## src/assert_macros.svh

```systemverilog
// assert_macros.svh: concurrent assertion helpers for the memory and address unit.
// Depends on nothing; a module that uses these macros has clk and rst_n in scope.
`ifndef ASSERT_MACROS_SVH
`define ASSERT_MACROS_SVH

// Check a property at every rising clock edge outside reset.
`define ASSERT_CLK(label, prop, msg) \
    label: assert property (@(posedge clk) disable iff (!rst_n) prop) \
        else $error(msg);

// Check that a condition never holds at a rising clock edge outside reset.
`define ASSERT_NEVER(label, cond, msg) \
    label: assert property (@(posedge clk) disable iff (!rst_n) !(cond)) \
        else $error(msg);

`endif

```

## src/c6502mau_pkg.sv

```systemverilog
// c6502mau_pkg: types, codes and constants of the 6502 memory and address unit.
// No dependencies; every module of the unit imports it.
package c6502mau_pkg;

    localparam int unsigned MEM_BYTES_DEF = 65536;

    // Operation codes
    localparam logic [1:0] FUNC_READ_BYTE  = 2'd0;
    localparam logic [1:0] FUNC_WRITE_BYTE = 2'd1;
    localparam logic [1:0] FUNC_READ_WORD  = 2'd2;
    localparam logic [1:0] FUNC_EFF_ADDR   = 2'd3;

    // Addressing mode codes
    localparam logic [3:0] MODE_IMP  = 4'd0;
    localparam logic [3:0] MODE_ACC  = 4'd1;
    localparam logic [3:0] MODE_IMM  = 4'd2;
    localparam logic [3:0] MODE_ZP   = 4'd3;
    localparam logic [3:0] MODE_ZPX  = 4'd4;
    localparam logic [3:0] MODE_ZPY  = 4'd5;
    localparam logic [3:0] MODE_REL  = 4'd6;
    localparam logic [3:0] MODE_ABS  = 4'd7;
    localparam logic [3:0] MODE_ABSX = 4'd8;
    localparam logic [3:0] MODE_ABSY = 4'd9;
    localparam logic [3:0] MODE_IND  = 4'd10;
    localparam logic [3:0] MODE_IZX  = 4'd11;
    localparam logic [3:0] MODE_IZY  = 4'd12;

    // Zero-page wrap mask
    localparam logic [15:0] ZP_MASK = 16'h00FF;

    typedef struct packed {
        logic [1:0]  func;
        logic [15:0] address;
        logic [7:0]  write_byte;
        logic [3:0]  mode;
        logic [15:0] prog_counter;
        logic [7:0]  index_x;
        logic [7:0]  index_y;
    } mau_in_t;

    typedef struct packed {
        logic [15:0] result_value;
        logic [2:0]  bus_reads;
    } mau_out_t;

    typedef enum logic [1:0] {
        ALU_ADD16,
        ALU_ADDZP,
        ALU_SUB
    } alu_op_t;

    typedef struct packed {
        alu_op_t     op;
        logic [15:0] a;
        logic [23:0] b;
    } alu_req_t;

    typedef struct packed {
        logic [15:0] sum;
        logic        borrow;
    } alu_rsp_t;

    typedef struct packed {
        logic        we;
        logic [15:0] addr;
        logic [7:0]  wdata;
    } mem_req_t;

endpackage

```

## src/c6502mau_alu.sv

```systemverilog
// c6502mau_alu: shared adder/subtractor of the address unit.
// Depends on c6502mau_pkg for the request and response types.
module c6502mau_alu
    import c6502mau_pkg::*;
(
    input  alu_req_t req,
    output alu_rsp_t rsp
);

    logic [15:0] add_sum;
    logic [24:0] diff;

    always_comb
    begin
        add_sum    = req.a + req.b[15:0];
        diff       = {9'b0, req.a} - {1'b0, req.b};
        rsp.sum    = add_sum;
        rsp.borrow = 1'b0;
        unique case (req.op)
            ALU_ADD16: rsp.sum = add_sum;
            ALU_ADDZP: rsp.sum = add_sum & ZP_MASK;
            ALU_SUB:
            begin
                rsp.sum    = diff[15:0];
                rsp.borrow = diff[24];
            end
            default:   rsp.sum = add_sum;
        endcase
    end

endmodule

```

## config.mk

```make
export PLATFORM = sky130hd
export DESIGN_NAME = c6502mau_alu
export DESIGN_NICKNAME = d
export VERILOG_FILES = /design/src/assert_macros.svh /design/src/c6502mau_pkg.sv /design/src/c6502mau_alu.sv
export SDC_FILE = /design/constraint.sdc
export NUM_CORES = 1
export LEC_CHECK = 0
export BUFFER_PORTS_ARGS = -buffer_cell sky130_fd_sc_hd__buf_2
export CORE_MARGIN = 3
export CORE_UTILIZATION = 40
export DETAILED_ROUTE_END_ITERATION = 10
export GPL_ROUTABILITY_DRIVEN = 0
export PLACE_DENSITY_LB_ADDON = 0.15
export RECOVER_POWER = 50
export SYNTH_ARGS = -nofsm -noshare
export SYNTH_HDL_FRONTEND = slang
export SYNTH_SLANG_ARGS = --single-unit
```

## constraint.sdc

```tcl
create_clock -name vclk -period 2.8
set_clock_uncertainty 0.1 [all_clocks]
set_input_delay 0.28 -clock vclk [all_inputs]
set_output_delay 0.28 -clock vclk [all_outputs]
set_load 0.02 [all_outputs]
```

# Word-level counts from Yosys, hierarchy flattened
# Cells that the tools add are included.
dict set report word_totals {
  reg_bits 0
  input_bits 42
  out_inout_bits 17
  elab_cells 6
}
dict set report op_classes {
  addsub 2
  eq_ne 2
  n_mux 2
}
# operator n
set op_table {}
lappend op_table {{$pmux W16 S2} 1}
lappend op_table {{$sub A16 B24 Y25} 1}
lappend op_table {{$add A16 B16 Y16} 1}
lappend op_table {{$eq A2 B1 Y1 const B} 1}
lappend op_table {{$eq A2 B2 Y1 const B} 1}
lappend op_table {{$mux W1} 1}

# Logic depth before layout (Yosys ltp)
dict set report depth {
  ltp_word 2
  depth_mapped 10
  mapped_depth_nobuf 10
}

# Worst setup path after synthesis
# OpenSTA, ideal clock, no wires.
dict set report synth_timing {
  kind {input to output}
  from {input port req[0] (netlist name)}
  to {output port rsp[13] (netlist name)}
  arrival_time_ns 2.176
  required_ns 2.420
  setup_slack_ns 0.244
  cell_stages 10
  n_path_buf 0
  cell_sequence {ha_1 -> inv_1 -> fa_1 -> or2_4 -> a221oi_4 -> o22ai_2 -> o311ai_2 -> a211o_1 -> xnor2_1 -> a22o_1}
}
# element line_no
set synth_lines {}
lappend synth_lines {{start: declaration} c6502mau_alu.sv:6} ;# input alu_req_t req,
lappend synth_lines {{end: declaration} c6502mau_alu.sv:7} ;# output alu_rsp_t rsp

==> results.sh <==
export IMPL_status="finished, final reports clean"
export IMPL_final_cell_area_sq_mm=0.00237
export IMPL_worst_ep_arrival_time_ns=2.34
export IMPL_drv_slew=0
export IMPL_fp_dieArea_sq_mm=0.00540
export IMPL_fin_util_pct=56.3
export IMPL_wirelength_um=4870
export IMPL_critPathKind="in2out"
export IMPL_synth_distinct_cells=53
export IMPL_seq_cell_count=0
export IMPL_postSynthAreaPerCell_sq_um=7.18
export IMPL_period_minus_slack_ns=2.72
export IMPL_viasPerCell=5.48
export IMPL_final_layout_size_suffix_gt1_share_pct=31.1
export IMPL_num_fill_cells=401
export IMPL_required_ns=2.42
export IMPL_syn_inst=254
export IMPL_die_h_um=73.5
export IMPL_start_util_pct=43.4
export IMPL_synthesis_nets=332
export IMPL_finalSetupViolCount=0
export IMPL_fin_crit_sh_pct=97.1
export IMPL_pin_count=59
export IMPL_crit_path_end_kind="output port"
export IMPL_yosysTopAreaCell="ha_1"
export IMPL_postCtsHoldBufs=0
export IMPL_finalHoldViolCount=0
export IMPL_post_place_ws_ns=-0.0297
export IMPL_crit_fanout=3
export IMPL_regArea_sq_um=0
export IMPL_critPathMaxStageDelay_ns=0.33
export IMPL_path_cells="buf_8 > ha_4 > inv_2 > fa_2 > or2_4 > a221oi_4 > o22ai_2 > o311ai_2 > a211o_1 > xnor2_1 > a22o_1 > buf_6"
export IMPL_clkbuf_count=0
export IMPL_drt_iter0_markers=78
export IMPL_irDropWorstVdd_uv=127
export IMPL_grt_max_degree=10
export IMPL_antennaDiodeCount=0
export IMPL_first_global_vias=1915
export IMPL_vias=2072
export IMPL_routedWlPerCell_um=12.9
export IMPL_track_usage_pct=18.5
export IMPL_rsz0062_at_grt="yes"
export IMPL_max_freq_mhz=368
export IMPL_dp_cells=376
export IMPL_multiInputGateArea_sq_mm=0.00166
export IMPL_fin_ws_ns=0.0820
export IMPL_synth_most_common_cell="inv_1"
export IMPL_synth_top_cells_by_count="inv_1, ha_1, nor2_1, a21oi_1, xnor2_1"
export IMPL_start_kind="primary input"
export IMPL_p_leak_nw=1.21
export IMPL_route_antenna_remaining_nets=0
export IMPL_antenna_found_initial=0
export IMPL_stdcell_count=378
export IMPL_die_x_um=73.5
export IMPL_place_area_sq_mm=0.00229
export IMPL_nNetsFinal=408
export IMPL_p_per_area_mw_per_mm2=256
export IMPL_hold_path_class="in2out"
export IMPL_cp_slowest_cell="fa_2"
export IMPL_port_buffers=59
export IMPL_grt_overflow=0
export IMPL_yosysWarnings=0
export IMPL_drv_cap=0
export IMPL_hold_slack_ns=0.926
export IMPL_worst_pin_slew_ns=0.508
export IMPL_synth_area_sq_mm=0.00182
export IMPL_row_count=23
export IMPL_yosysSeqAreaShare_pct=0
export IMPL_dpl_hpwl_um=4180
export IMPL_relSlewSlack_pct=66.0
export IMPL_dr_pass1_iters=4
export IMPL_grt_first_pass_wirelength_um=8480
export IMPL_area_growth_pct=29.9
export IMPL_drc=0
export IMPL_synth_top_cell_area_share_pct=23.3
export IMPL_core_region_area_sq_mm=0.00420
export IMPL_holdPathStages=5
export IMPL_synth_area_leaders="ha_1, xnor2_1, inv_1, a21oi_1, nor2_1"
-- kinds of logic (layout without fill, tap and decap cells) --
kind of cell	Yosys count	count (layout)	share of synthesized area (%)
AOI/OAI and AO/OA	81	81	32.7
and+or+nand+nor	69	69	20.2
buffers and inverters	47	121	11.5
xor gates and xnor gates	21	21	10.1
adders and majority gates	36	36	25.5
-- cells in the final DEF, fill, tap and decap left out, types with 4 or more instances in the layout --
master	count
nor2_1	20
ha_1	30
nand3_1	5
nand4_1	4
nor3_1	5
nand2_1	9
a21o_1	8
o211ai_1	4
o22ai_1	10
a211o_1	4
buf_4	27
xnor2_1	17
xor2_1	4
inv_1	33
nor2b_1	5
buf_2	49
clkbuf_1	7
nand2b_1	5
a21oi_1	16
o21ai_0	7
-- layout make-up --
cell class / count / share of cell area [%]
Inverter: 35 / 5.55
Tap cell: 50 / 2.64
Multi-Input combinational cell: 207 / 70.2
Timing Repair Buffer: 86 / 21.6
-- final timing paths --
kind | startpoint | to | slack, ns
min | req[24] | rsp[1] | 0.93
max | req[0] | rsp[13] | 0.08
-- repair_timing --
item	CTS	global route
resized for setup	11	11
endpoints found under the setup margin	2	7
buffers inserted	1	1
pin swaps	5	7
-- stage by stage --
stage / total power [mW] / TNS, ns
after detailed placement: 0.584 / -0.0297
after CTS: 0.597 / -0.00412
after global routing: 0.671 / -0.0461
after floorplan: 0.402 / 0
after global placement: 0.582 / 0
final: 0.607 / 0
-- per-layer routing --
metal / GRT usage, % / vias up / part of all wire, %
met2: 31.9 / 72 / 44
met4: 0 / 0 / 0
li1: - / 1049 / -
met3: 0.410 / 0 / 7.1
met1: 27.2 / 951 / 49
met5: 0 / - / 0
-- critical path: cells and delay by family --
kind	cells	cell delay, ns
AOI/OAI and AO/OA	5	1.03
and+or+nand+nor	1	0.25
adders and majority gates	2	0.46
buffers and inverters	3	0.24
xor gates and xnor gates	1	0.06
-- where the power goes --
part           total, mW  internal [mW]  switching (mW)
clock                  0              0               0
combinational      0.607          0.276           0.331
sequential             0              0               0
total              0.607          0.276           0.331
Power figures use the tool's default switching activity.
