File: src/assert_macros.svh
// assert_macros.svh: concurrent assertion helpers for the memory and address unit.
// Depends on nothing; a module that uses these macros has clk and rst_n in scope.
`ifndef ASSERT_MACROS_SVH
`define ASSERT_MACROS_SVH

// Check a property at every rising clock edge outside reset.
`define ASSERT_CLK(label, prop, msg) \
    label: assert property (@(posedge clk) disable iff (!rst_n) prop) \
        else $error(msg);

// Check that a condition never holds at a rising clock edge outside reset.
`define ASSERT_NEVER(label, cond, msg) \
    label: assert property (@(posedge clk) disable iff (!rst_n) !(cond)) \
        else $error(msg);

`endif

File: src/c6502mau_pkg.sv
// c6502mau_pkg: types, codes and constants of the 6502 memory and address unit.
// No dependencies; every module of the unit imports it.
package c6502mau_pkg;

    localparam int unsigned MEM_BYTES_DEF = 65536;

    // Operation codes
    localparam logic [1:0] FUNC_READ_BYTE  = 2'd0;
    localparam logic [1:0] FUNC_WRITE_BYTE = 2'd1;
    localparam logic [1:0] FUNC_READ_WORD  = 2'd2;
    localparam logic [1:0] FUNC_EFF_ADDR   = 2'd3;

    // Addressing mode codes
    localparam logic [3:0] MODE_IMP  = 4'd0;
    localparam logic [3:0] MODE_ACC  = 4'd1;
    localparam logic [3:0] MODE_IMM  = 4'd2;
    localparam logic [3:0] MODE_ZP   = 4'd3;
    localparam logic [3:0] MODE_ZPX  = 4'd4;
    localparam logic [3:0] MODE_ZPY  = 4'd5;
    localparam logic [3:0] MODE_REL  = 4'd6;
    localparam logic [3:0] MODE_ABS  = 4'd7;
    localparam logic [3:0] MODE_ABSX = 4'd8;
    localparam logic [3:0] MODE_ABSY = 4'd9;
    localparam logic [3:0] MODE_IND  = 4'd10;
    localparam logic [3:0] MODE_IZX  = 4'd11;
    localparam logic [3:0] MODE_IZY  = 4'd12;

    // Zero-page wrap mask
    localparam logic [15:0] ZP_MASK = 16'h00FF;

    typedef struct packed {
        logic [1:0]  func;
        logic [15:0] address;
        logic [7:0]  write_byte;
        logic [3:0]  mode;
        logic [15:0] prog_counter;
        logic [7:0]  index_x;
        logic [7:0]  index_y;
    } mau_in_t;

    typedef struct packed {
        logic [15:0] result_value;
        logic [2:0]  bus_reads;
    } mau_out_t;

    typedef enum logic [1:0] {
        ALU_ADD16,
        ALU_ADDZP,
        ALU_SUB
    } alu_op_t;

    typedef struct packed {
        alu_op_t     op;
        logic [15:0] a;
        logic [23:0] b;
    } alu_req_t;

    typedef struct packed {
        logic [15:0] sum;
        logic        borrow;
    } alu_rsp_t;

    typedef struct packed {
        logic        we;
        logic [15:0] addr;
        logic [7:0]  wdata;
    } mem_req_t;

endpackage

File: src/c6502mau_seq.sv
// c6502mau_seq: sequencer that walks each operation through memory reads and ALU steps.
// Depends on c6502mau_pkg and assert_macros.svh.
`include "assert_macros.svh"

module c6502mau_seq
    import c6502mau_pkg::*;
#(
    parameter int unsigned MEM_BYTES = MEM_BYTES_DEF
)
(
    input  logic       clk,
    input  logic       rst_n,
    input  logic       accept,
    input  mau_in_t    cmd,
    input  logic [7:0] mem_rdata,
    input  alu_rsp_t   alu_rsp,
    output alu_req_t   alu_req,
    output mem_req_t   mem_req,
    output logic       idle,
    output logic       done,
    output mau_out_t   result
);

    localparam bit          MEM_POW2 = ((MEM_BYTES & (MEM_BYTES - 1)) == 0);
    localparam logic [23:0] RED_BASE = 24'(MEM_BYTES);
    localparam logic [2:0]  RED_TOP  = 3'd7;

    typedef enum logic [1:0] {
        S_IDLE,
        S_REDUCE,
        S_ISSUE,
        S_DATA
    } state_t;

    typedef enum logic [2:0] {
        OP_RDB,
        OP_WRB,
        OP_RDW,
        OP_ZP,
        OP_ABS,
        OP_IND,
        OP_IZX,
        OP_IZY
    } op_t;

    state_t      state_reg, state_next, after_addr;
    op_t         op_reg, op_next;
    logic [1:0]  step_reg, step_next;
    logic [15:0] ptr_reg, ptr_next;
    logic [15:0] raw_reg, raw_next;
    logic [7:0]  lo_reg, lo_next;
    logic [7:0]  idx_reg, idx_next;
    logic [7:0]  wdata_reg, wdata_next;
    logic [2:0]  reads_reg, reads_next;
    logic [2:0]  red_cnt_reg, red_cnt_next;
    logic        done_reg, done_next;
    mau_out_t    result_reg, result_next;

    logic        addr_go;
    logic [15:0] addr_val;
    logic        fin;
    logic [15:0] fin_val;
    logic [2:0]  fin_reads;

    always_comb
    begin
        state_next   = state_reg;
        op_next      = op_reg;
        step_next    = step_reg;
        ptr_next     = ptr_reg;
        raw_next     = raw_reg;
        lo_next      = lo_reg;
        idx_next     = idx_reg;
        wdata_next   = wdata_reg;
        reads_next   = reads_reg;
        red_cnt_next = red_cnt_reg;
        done_next    = 1'b0;
        result_next  = result_reg;

        after_addr = MEM_POW2 ? S_ISSUE : S_REDUCE;
        addr_go    = 1'b0;
        addr_val   = alu_rsp.sum;
        fin        = 1'b0;
        fin_val    = 16'd0;
        fin_reads  = reads_reg;

        alu_req.op = ALU_ADD16;
        alu_req.a  = ptr_reg;
        alu_req.b  = 24'd1;

        mem_req.we    = 1'b0;
        mem_req.addr  = raw_reg;
        mem_req.wdata = wdata_reg;

        unique case (state_reg)
            S_IDLE:
            begin
                if (accept)
                begin
                    // Operand pointer P = PC + 1.
                    alu_req.a  = cmd.prog_counter;
                    idx_next   = 8'd0;
                    wdata_next = cmd.write_byte;
                    step_next  = 2'd0;
                    case (cmd.func)
                        FUNC_READ_BYTE:
                        begin
                            op_next    = OP_RDB;
                            reads_next = 3'd1;
                            addr_go    = 1'b1;
                            addr_val   = cmd.address;
                        end
                        FUNC_WRITE_BYTE:
                        begin
                            op_next    = OP_WRB;
                            reads_next = 3'd1;
                            addr_go    = 1'b1;
                            addr_val   = cmd.address;
                        end
                        FUNC_READ_WORD:
                        begin
                            op_next    = OP_RDW;
                            reads_next = 3'd2;
                            addr_go    = 1'b1;
                            addr_val   = cmd.address;
                        end
                        default:
                        begin
                            case (cmd.mode) inside
                                MODE_IMM, MODE_REL:
                                begin
                                    fin       = 1'b1;
                                    fin_val   = alu_rsp.sum;
                                    fin_reads = 3'd0;
                                end
                                MODE_ZP, MODE_ZPX, MODE_ZPY:
                                begin
                                    op_next    = OP_ZP;
                                    reads_next = 3'd1;
                                    addr_go    = 1'b1;
                                    if (cmd.mode == MODE_ZPX)
                                    begin
                                        idx_next = cmd.index_x;
                                    end
                                    else if (cmd.mode == MODE_ZPY)
                                    begin
                                        idx_next = cmd.index_y;
                                    end
                                end
                                MODE_ABS, MODE_ABSX, MODE_ABSY:
                                begin
                                    op_next    = OP_ABS;
                                    reads_next = 3'd2;
                                    addr_go    = 1'b1;
                                    if (cmd.mode == MODE_ABSX)
                                    begin
                                        idx_next = cmd.index_x;
                                    end
                                    else if (cmd.mode == MODE_ABSY)
                                    begin
                                        idx_next = cmd.index_y;
                                    end
                                end
                                MODE_IND:
                                begin
                                    op_next    = OP_IND;
                                    reads_next = 3'd2;
                                    addr_go    = 1'b1;
                                end
                                MODE_IZX:
                                begin
                                    op_next    = OP_IZX;
                                    reads_next = 3'd3;
                                    idx_next   = cmd.index_x;
                                    addr_go    = 1'b1;
                                end
                                MODE_IZY:
                                begin
                                    op_next    = OP_IZY;
                                    reads_next = 3'd3;
                                    idx_next   = cmd.index_y;
                                    addr_go    = 1'b1;
                                end
                                default:
                                begin
                                    // implied, accumulator and unused codes
                                    fin       = 1'b1;
                                    fin_val   = 16'd0;
                                    fin_reads = 3'd0;
                                end
                            endcase
                        end
                    endcase
                end
            end

            S_REDUCE:
            begin
                // Restoring reduction of the address modulo the memory size.
                alu_req.op = ALU_SUB;
                alu_req.a  = raw_reg;
                alu_req.b  = RED_BASE << red_cnt_reg;
                if (!alu_rsp.borrow)
                begin
                    raw_next = alu_rsp.sum;
                end
                if (red_cnt_reg == 3'd0)
                begin
                    state_next = S_ISSUE;
                end
                else
                begin
                    red_cnt_next = red_cnt_reg - 3'd1;
                end
            end

            S_ISSUE:
            begin
                if (op_reg == OP_WRB)
                begin
                    mem_req.we = 1'b1;
                    fin        = 1'b1;
                    fin_val    = 16'd0;
                end
                else
                begin
                    state_next = S_DATA;
                end
            end

            S_DATA:
            begin
                unique case (op_reg)
                    OP_RDB:
                    begin
                        fin     = 1'b1;
                        fin_val = {8'd0, mem_rdata};
                    end
                    OP_ZP:
                    begin
                        alu_req.op = ALU_ADDZP;
                        alu_req.a  = {8'd0, mem_rdata};
                        alu_req.b  = {16'd0, idx_reg};
                        fin        = 1'b1;
                        fin_val    = alu_rsp.sum;
                    end
                    OP_RDW, OP_ABS:
                    begin
                        if (step_reg == 2'd0)
                        begin
                            lo_next = mem_rdata;
                            addr_go = 1'b1;
                        end
                        else
                        begin
                            alu_req.a = {mem_rdata, lo_reg};
                            alu_req.b = {16'd0, idx_reg};
                            fin       = 1'b1;
                            fin_val   = alu_rsp.sum;
                        end
                    end
                    OP_IND:
                    begin
                        case (step_reg)
                            2'd0, 2'd2:
                            begin
                                lo_next = mem_rdata;
                                addr_go = 1'b1;
                            end
                            2'd1:
                            begin
                                addr_go  = 1'b1;
                                addr_val = {mem_rdata, lo_reg};
                            end
                            default:
                            begin
                                fin     = 1'b1;
                                fin_val = {mem_rdata, lo_reg};
                            end
                        endcase
                    end
                    OP_IZX, OP_IZY:
                    begin
                        case (step_reg)
                            2'd0:
                            begin
                                addr_go = 1'b1;
                                if (op_reg == OP_IZX)
                                begin
                                    alu_req.op = ALU_ADDZP;
                                    alu_req.a  = {8'd0, mem_rdata};
                                    alu_req.b  = {16'd0, idx_reg};
                                end
                                else
                                begin
                                    addr_val = {8'd0, mem_rdata};
                                end
                            end
                            2'd1:
                            begin
                                // high byte of the pointer stays in zero page
                                alu_req.op = ALU_ADDZP;
                                lo_next    = mem_rdata;
                                addr_go    = 1'b1;
                            end
                            default:
                            begin
                                alu_req.a = {mem_rdata, lo_reg};
                                alu_req.b = (op_reg == OP_IZY) ? {16'd0, idx_reg} : 24'd0;
                                fin       = 1'b1;
                                fin_val   = alu_rsp.sum;
                            end
                        endcase
                    end
                    default:
                    begin
                        fin     = 1'b1;
                        fin_val = 16'd0;
                    end
                endcase
                if (addr_go)
                begin
                    step_next = step_reg + 2'd1;
                end
            end

            default:
            begin
                state_next = S_IDLE;
            end
        endcase

        if (addr_go)
        begin
            ptr_next     = addr_val;
            raw_next     = addr_val;
            red_cnt_next = RED_TOP;
            state_next   = after_addr;
        end
        if (fin)
        begin
            done_next   = 1'b1;
            result_next = '{result_value: fin_val, bus_reads: fin_reads};
            state_next  = S_IDLE;
        end
    end

    always_ff @(posedge clk or negedge rst_n)
    begin
        if (!rst_n)
        begin
            state_reg   <= S_IDLE;
            op_reg      <= OP_RDB;
            step_reg    <= 2'd0;
            ptr_reg     <= 16'd0;
            raw_reg     <= 16'd0;
            lo_reg      <= 8'd0;
            idx_reg     <= 8'd0;
            wdata_reg   <= 8'd0;
            reads_reg   <= 3'd0;
            red_cnt_reg <= 3'd0;
            done_reg    <= 1'b0;
            result_reg  <= '0;
        end
        else
        begin
            state_reg   <= state_next;
            op_reg      <= op_next;
            step_reg    <= step_next;
            ptr_reg     <= ptr_next;
            raw_reg     <= raw_next;
            lo_reg      <= lo_next;
            idx_reg     <= idx_next;
            wdata_reg   <= wdata_next;
            reads_reg   <= reads_next;
            red_cnt_reg <= red_cnt_next;
            done_reg    <= done_next;
            result_reg  <= result_next;
        end
    end

    assign idle   = (state_reg == S_IDLE);
    assign done   = done_reg;
    assign result = result_reg;

    `ASSERT_CLK(a_addr_reduced, (state_reg == S_ISSUE) |-> (MEM_POW2 || ({16'd0, raw_reg} < MEM_BYTES)), "memory address not reduced below memory size")
    `ASSERT_NEVER(a_step_bound, (state_reg == S_DATA) && (op_reg != OP_IND) && (step_reg == 2'd3), "read step past the end of the operation")
    `ASSERT_CLK(a_write_result, (state_reg == S_ISSUE && op_reg == OP_WRB) |=> (done_reg && result_reg.result_value == 16'd0), "write did not finish with a zero result")

endmodule

File: config.mk
export PLATFORM = sky130hd
export DESIGN_NAME = c6502mau_seq
export DESIGN_NICKNAME = d
export VERILOG_FILES = /design/src/c6502mau_pkg.sv /design/src/c6502mau_seq.sv
export VERILOG_INCLUDE_DIRS = /design/src /design/src/src
export SDC_FILE = /design/constraint.sdc
export NUM_CORES = 1
export LEC_CHECK = 0
export BUFFER_PORTS_ARGS = -buffer_cell sky130_fd_sc_hd__buf_2
export CAP_MARGIN = 40
export CORE_MARGIN = 1
export CORE_UTILIZATION = 25
export CTS_CLUSTER_SIZE = 20
export DETAILED_ROUTE_END_ITERATION = 6
export HOLD_SLACK_MARGIN = 0.02
export PLACE_DENSITY_LB_ADDON = 0.05
export SYNTH_ARGS = -nofsm -noshare
export SYNTH_HDL_FRONTEND = slang
export SYNTH_SLANG_ARGS = --single-unit
File: constraint.sdc
create_clock -name clk -period 3.3 [get_ports clk]
set_clock_uncertainty 0.15 [all_clocks]
set_input_delay 0 -clock clk [delete_from_list [all_inputs] [get_ports clk]]
set_output_delay 0 -clock clk [all_outputs]
set_load 0.01 [all_outputs]
== Word-level counts from Yosys, hierarchy flattened ==
Cells that the tools add are included.
Storage, ports and cells
  flip-flop bits (word level): 89
  input bits: 90
  output and inout port bits: 88
  logic and storage cells: 189
Cells by class
  $add $sub $neg: 2
  eq/ne operators: 36
  shift operators: 1
  muxes and demuxes: 108
  reductions and logical operators: 29
Operator list (number)
  two-way mux 16 bit: 15
  two-way mux 8 bit: 15
  one-hot mux 40 bit (3 select lines): 1
  one-hot mux 16 bit (2 select lines): 3
  one-hot mux 16 bit (5 select lines): 1
  one-hot mux 40 bit (2 select lines): 1
  two-way mux 3 bit: 24
  one-hot mux 16 bit (3 select lines): 1
  one-hot mux 24 bit (2 select lines): 1
  two-way mux 41 bit: 1
  two-way mux 40 bit: 1
  two-way mux 1 bit: 26
  one-hot mux 8 bit (3 select lines): 1
  left shift 17 x 3 -> 24 bit, first input constant: 1
  equality test 4 bit, second input constant: 5
  equality test 4 x 3 -> 1 bit, second input constant: 4
  one-hot mux 2 bit (2 select lines): 4
  equality test 3 bit, second input constant: 4
  two-way mux 2 bit: 6
  OR reduction 2 bit: 6
  OR reduction 3 bit: 4
  inequality test 2 bit, second input constant: 5
  one-hot mux 1 bit (3 select lines): 3
  one-hot mux 3 bit (3 select lines): 1
  other kinds (24): 42

== Depth between registers and ports, before layout ==
  depth in word-level cells: 12
  depth in mapped cells: 10
  depth with buffers taken out: 7

== Worst setup path before layout ==
No wires, ideal clock.
  kind: reg-to-reg
  start point: register state_reg[0]
  end point: register result_reg, in the netlist result[10]
  library setup time: 0.128 ns
  arrival time: 2.154 ns
  required time: 3.022 ns
  path slack: 0.868 ns
  stages on the path, launching flop included: 10
  path buffers: 3
  clock period less this slack: 2.432 ns
  cells stage by stage: dfrtp_1 > inv_1 > ha_1 > buf_2 > and2_1 > clkbuf_1 > nand3_2 > a31oi_2 > buf_4 > mux2_1
Between the ends
  cells in the longest elaborated chain, start to end: 2
  elaborated cells on any way between the ends: 5
  classes of those cells: eq/ne: 2; mux: 2; reduce/logical: 1
RTL lines
  from (decl): RTL line c6502mau_seq.sv:46  | state_t state_reg, state_next, after_addr;
  from (signal assigned): RTL line c6502mau_seq.sv:367  | state_reg <= state_next;
  logical NOT 2 bit (*)
  via idle: RTL line c6502mau_seq.sv:19  | output logic idle,
  one-hot mux 1 bit (3 select lines) or one-hot mux 16 bit (2 select lines) (tied branches): RTL line c6502mau_seq.sv:95  | unique case (state_reg)
  to (signal assigned): RTL line c6502mau_seq.sv:378  | result_reg <= result_next;
  to (decl): RTL line c6502mau_seq.sv:57  | mau_out_t result_reg, result_next;
The timed path passes the listed nets; every way through them passes the cells marked *.
A chain may end at the register's enable or synchronous reset.

== Worst setup path after layout ==
  start point: register op_reg[2]
  end point: register raw_reg[7]
Between the ends
  cells in the longest elaborated chain, start to end: 7
  elaborated cells on any way between the ends: 18
  classes of those cells: eq/ne: 6; mux: 8; reduce/logical: 4
RTL lines
  from (decl): RTL line c6502mau_seq.sv:47  | op_t op_reg, op_next;
  from (signal assigned): RTL line c6502mau_seq.sv:368  | op_reg <= op_next;
  equality test 3 bit (tied with other cells): RTL line c6502mau_seq.sv:233, c6502mau_seq.sv:288
  OR reduction 2 bit: RTL line c6502mau_seq.sv:233  | unique case (op_reg)
  one-hot mux 1 bit (3 select lines): RTL line c6502mau_seq.sv:233
  two-way mux 1 bit: RTL line c6502mau_seq.sv:95
  one-hot mux 1 bit (2 select lines): RTL line c6502mau_seq.sv:95
  inequality test 2 x 1 -> 1 bit (no source line) or nonzero test 2 bit (tied branches)
  AND reduction 2 bit (no source line)
  to (signal assigned): RTL line c6502mau_seq.sv:371  | raw_reg <= raw_next;
  to (decl): RTL line c6502mau_seq.sv:50  | logic [15:0] raw_reg, raw_next;
Several ways; a longest one is shown, not always the timed one. The select of a mux whose other input is x is not followed.

==> impl_results.md <==
* Design area at 9030 sq um
* Flop2flop setup slack at 0.30 ns
* H-tree levels at 3
* Worst slack, placed at 0.559 ns
* Initial antenna violation count at 0
* Crit. End Element: flop
* Part of the power in combinational logic at 56.0%
* Fin crit period at 3.00 ns
* Crit Path Category: reg -> reg
* DP Area at 7880 sq um
* Final hold violation count at 0
* Synth Area in Adders at 2.77%
* Area share of the largest cell type after synthesis at 32.6%
* Synth top cells by count: 87 x dfrtp_1, 69 x nand2_1, 54 x mux2i_1
* GPL Wtd Cong at 0.838
* Yosys reg bits at 87
* Register area at 2180 sq um
* Critical Path RT at 3.43 ns
* Sequential share of the synthesized area at 32.6%
* Final Max Tran Viols at 0
* R2R cell count at 7
* First-pass GRT wire length at 39.6 mm
* P&R area growth vs syn at 35.2%
* Post-route insts no fill at 1317
* Flop pwr share at 27.0%
* All-Layer GR Usage at 19.5%
* HPWL reported at the end of detailed placement at 19.5 mm
* Lkg Pwr at 0.00431 uW
* Clk pwr share at 17.1%
* Total CTS buffers at 9
* Largest family of logic cells by synthesized area: compound AO/OA/AOI/OAI gates
* Largest net degree at the start of global routing at 44
* Crit start category: flop
* Initial Util at 25.5%
* Violated checks: design-rule violations
* Final setup margin at 0.296 ns
* Drt pass-1 iters at 7
* Post-synth EDFFs at 0
* Synth Area in XOR/XNOR at 0.262%
* Skew-Pair Late Insertion Delay at 0.35 ns
* Post-DR wirelength/cell at 20.3 um
* Period utilization at 91.0%
* Post-layout util at 34.5%
* Routed WL at 26.7 mm
* CP Cell Sequence: nand2_1, nor2_1, buf_4, a222oi_1, a2bb2oi_1, mux2i_1, dlygate4sd3_1
* Die Height at 165 um
* Synth Area in Compound Gates at 26.2%
* Final setup viols at 0
* Multiplexer share of the synthesized area at 16.5%
* Simple-gate area share of the yosys netlist at 14.1%
* Clk sinks at 87
* Detailed Route Iter0 Violations at 542
* Switching share of power at 44.5%
* Core area at 26100 sq um
* Row Count at 59
* Crit path max fanout at 23
* Post-Place Cells at 1221
* Crit-path max cell delay at 0.80 ns
* Synthesis warning total at 0
* Primary FF master, synth: dfrtp_1
* Via/cell ratio at 5.12
* Number of global-route vias before repair at 6690
* CTS Root Buffer Type: clkbuf_16
* Sw Pwr at 3100 uW
* P_int at 3880 uW
* Slew margin rel. at 41.4%
* Distinct cell type count after synthesis at 65
* Ranking of synthesized cells by area: dfrtp_1 33%, mux2i_1 8.1%, mux2_2 5.6%, a22oi_1 4.7%, nand2_1 3.9%
* Die ar. at 27400 sq um
* Total grt overflow at 0
* FF-to-FF End: raw_reg[7]
* Share of layout cells above drive strength 1 at 26.5%
* RSZ-0062 raised after global routing: false
* Worst Path Arrival at 3.14 ns
* N_diodes at 0
* Longest Clk Path Bufs at 2
* Synth async-reset ratio at 100%
* Nets at 1081
* CTS tree: done
* Worst min-delay path category: in -> async
* Count leader, synth: dfrtp_1
* Routed via count at 6749
* I/O pin cnt at 178
* Avg Inst Size Synth at 8.92 sq um
* Clock transition at path regs at 0.07 ns
* Area of the multi-input gates at 4040 sq um
* Die Wd at 165 um
* Fillers at 2756
* Max Fclk at 333 MHz
* Max FFs per register at 18
* IO buf count at 168
* Drt drc at 31
* Slowest-stage cell, CP: dfrtp_1
* Peak supply drop at 0.237 mV
* Status: complete, but fails checks
* Routed Antenna Nets at 0
* Cells after synthesis at 748
* Reg2Reg Launch Point: op_reg[2]
* Max-Cap Viols at 0
* Cell accounting for the most synthesized area: dfrtp_1
* Synth Cell Area at 6680 sq um
* Worst slew pin tran at 0.878 ns
* Pwr per Cell Area at 773 nW/um^2
* Setup TNS after final layout at 0 ns
==> cell usage in the layout, fill, tap and decap left out, types with 12 or more instances in the layout <==
cell	n
a21oi_1	34
a221oi_1	15
a22o_1	12
a22oi_1	42
a2bb2oi_1	15
buf_2	167
buf_4	28
dfrtp_1	87
dlygate4sd3_1	80
ha_1	12
inv_1	40
mux2_1	17
mux2_2	33
mux2i_1	54
nand2_1	69
nand2b_1	15
nor2_1	33
o21ai_0	50
==> cells by family after synthesis <==
| group | after synthesis |
|---|---|
| and+or+nand+nor | 184 |
| adders and majority gates | 15 |
| buffers and inverters | 109 |
| muxes | 104 |
| xor gates and xnor gates | 2 |
| DFF | 87 |
| AOI/OAI and AO/OA | 246 |
| other | 1 |
==> worst max-delay path, delay by kind of cell (launching register included) <==
family	cells	cell delay, ns
buffers and inverters	2	0.86
flip-flops	1	0.80
AND/OR/NAND/NOR	2	0.67
AO/OA/AOI/OAI	2	0.32
multiplexers	1	0.14
==> through the flow <==
stage	total power [uW]	hold WS (ns)
detailed placement	5600	-0.131
CTS	7030	0.0292
global placement	5550	0.0409
floorplan	4250	-0.446
finish	6980	0.0258
global route	7500	0.0591
==> layer usage <==
| layer | wire length (um) | track usage (%) |
|---|---|---|
| met1 | 12300 | 26.8 |
| met2 | 12100 | 30.9 |
| met3 | 1810 | 3.55 |
| met4 | 478 | 6.12 |
| met5 | 0 | 0 |
==> layout make-up <==
cell class | count | area share [%]
clock inverters | 6 | 1.08
inverters | 41 | 1.70
flip-flops and latches | 87 | 24.1
clock buffers | 10 | 2.65
multi-input cells | 560 | 44.8
repair buffers | 278 | 21.1
well taps | 335 | 4.64
==> worst max-delay path by stage <==
stage                      start  slack [ns]  cells after the start          end
floorplan           state_reg[0]        0.87                      9   result[10]
global placement     step_reg[0]        0.64                      8  alu_req[26]
detailed placement   step_reg[0]        0.56                      8  alu_req[28]
CTS                    op_reg[1]        0.17                      7  raw_reg[12]
global route         step_reg[0]        0.09                      9   raw_reg[2]
finish                 op_reg[2]        0.30                      7   raw_reg[7]
==> power groups by stage <==
stage	Combinational, uW	Clock [uW]	Sequential [uW]
floorplan	2440	0	1810
global placement	3660	0	1890
detailed placement	3700	0	1900
CTS	3920	1220	1880
global route	4290	1260	1950
finish	3910	1190	1880
==> timing repair <==
item,4_1_cts,5_1_grt
buffers inserted,0,0
resized for setup,0,4
hold buffers,80,0
hold endpoints to repair,156,0
setup endpoints to repair,0,14
Power figures use the tool's default switching activity.
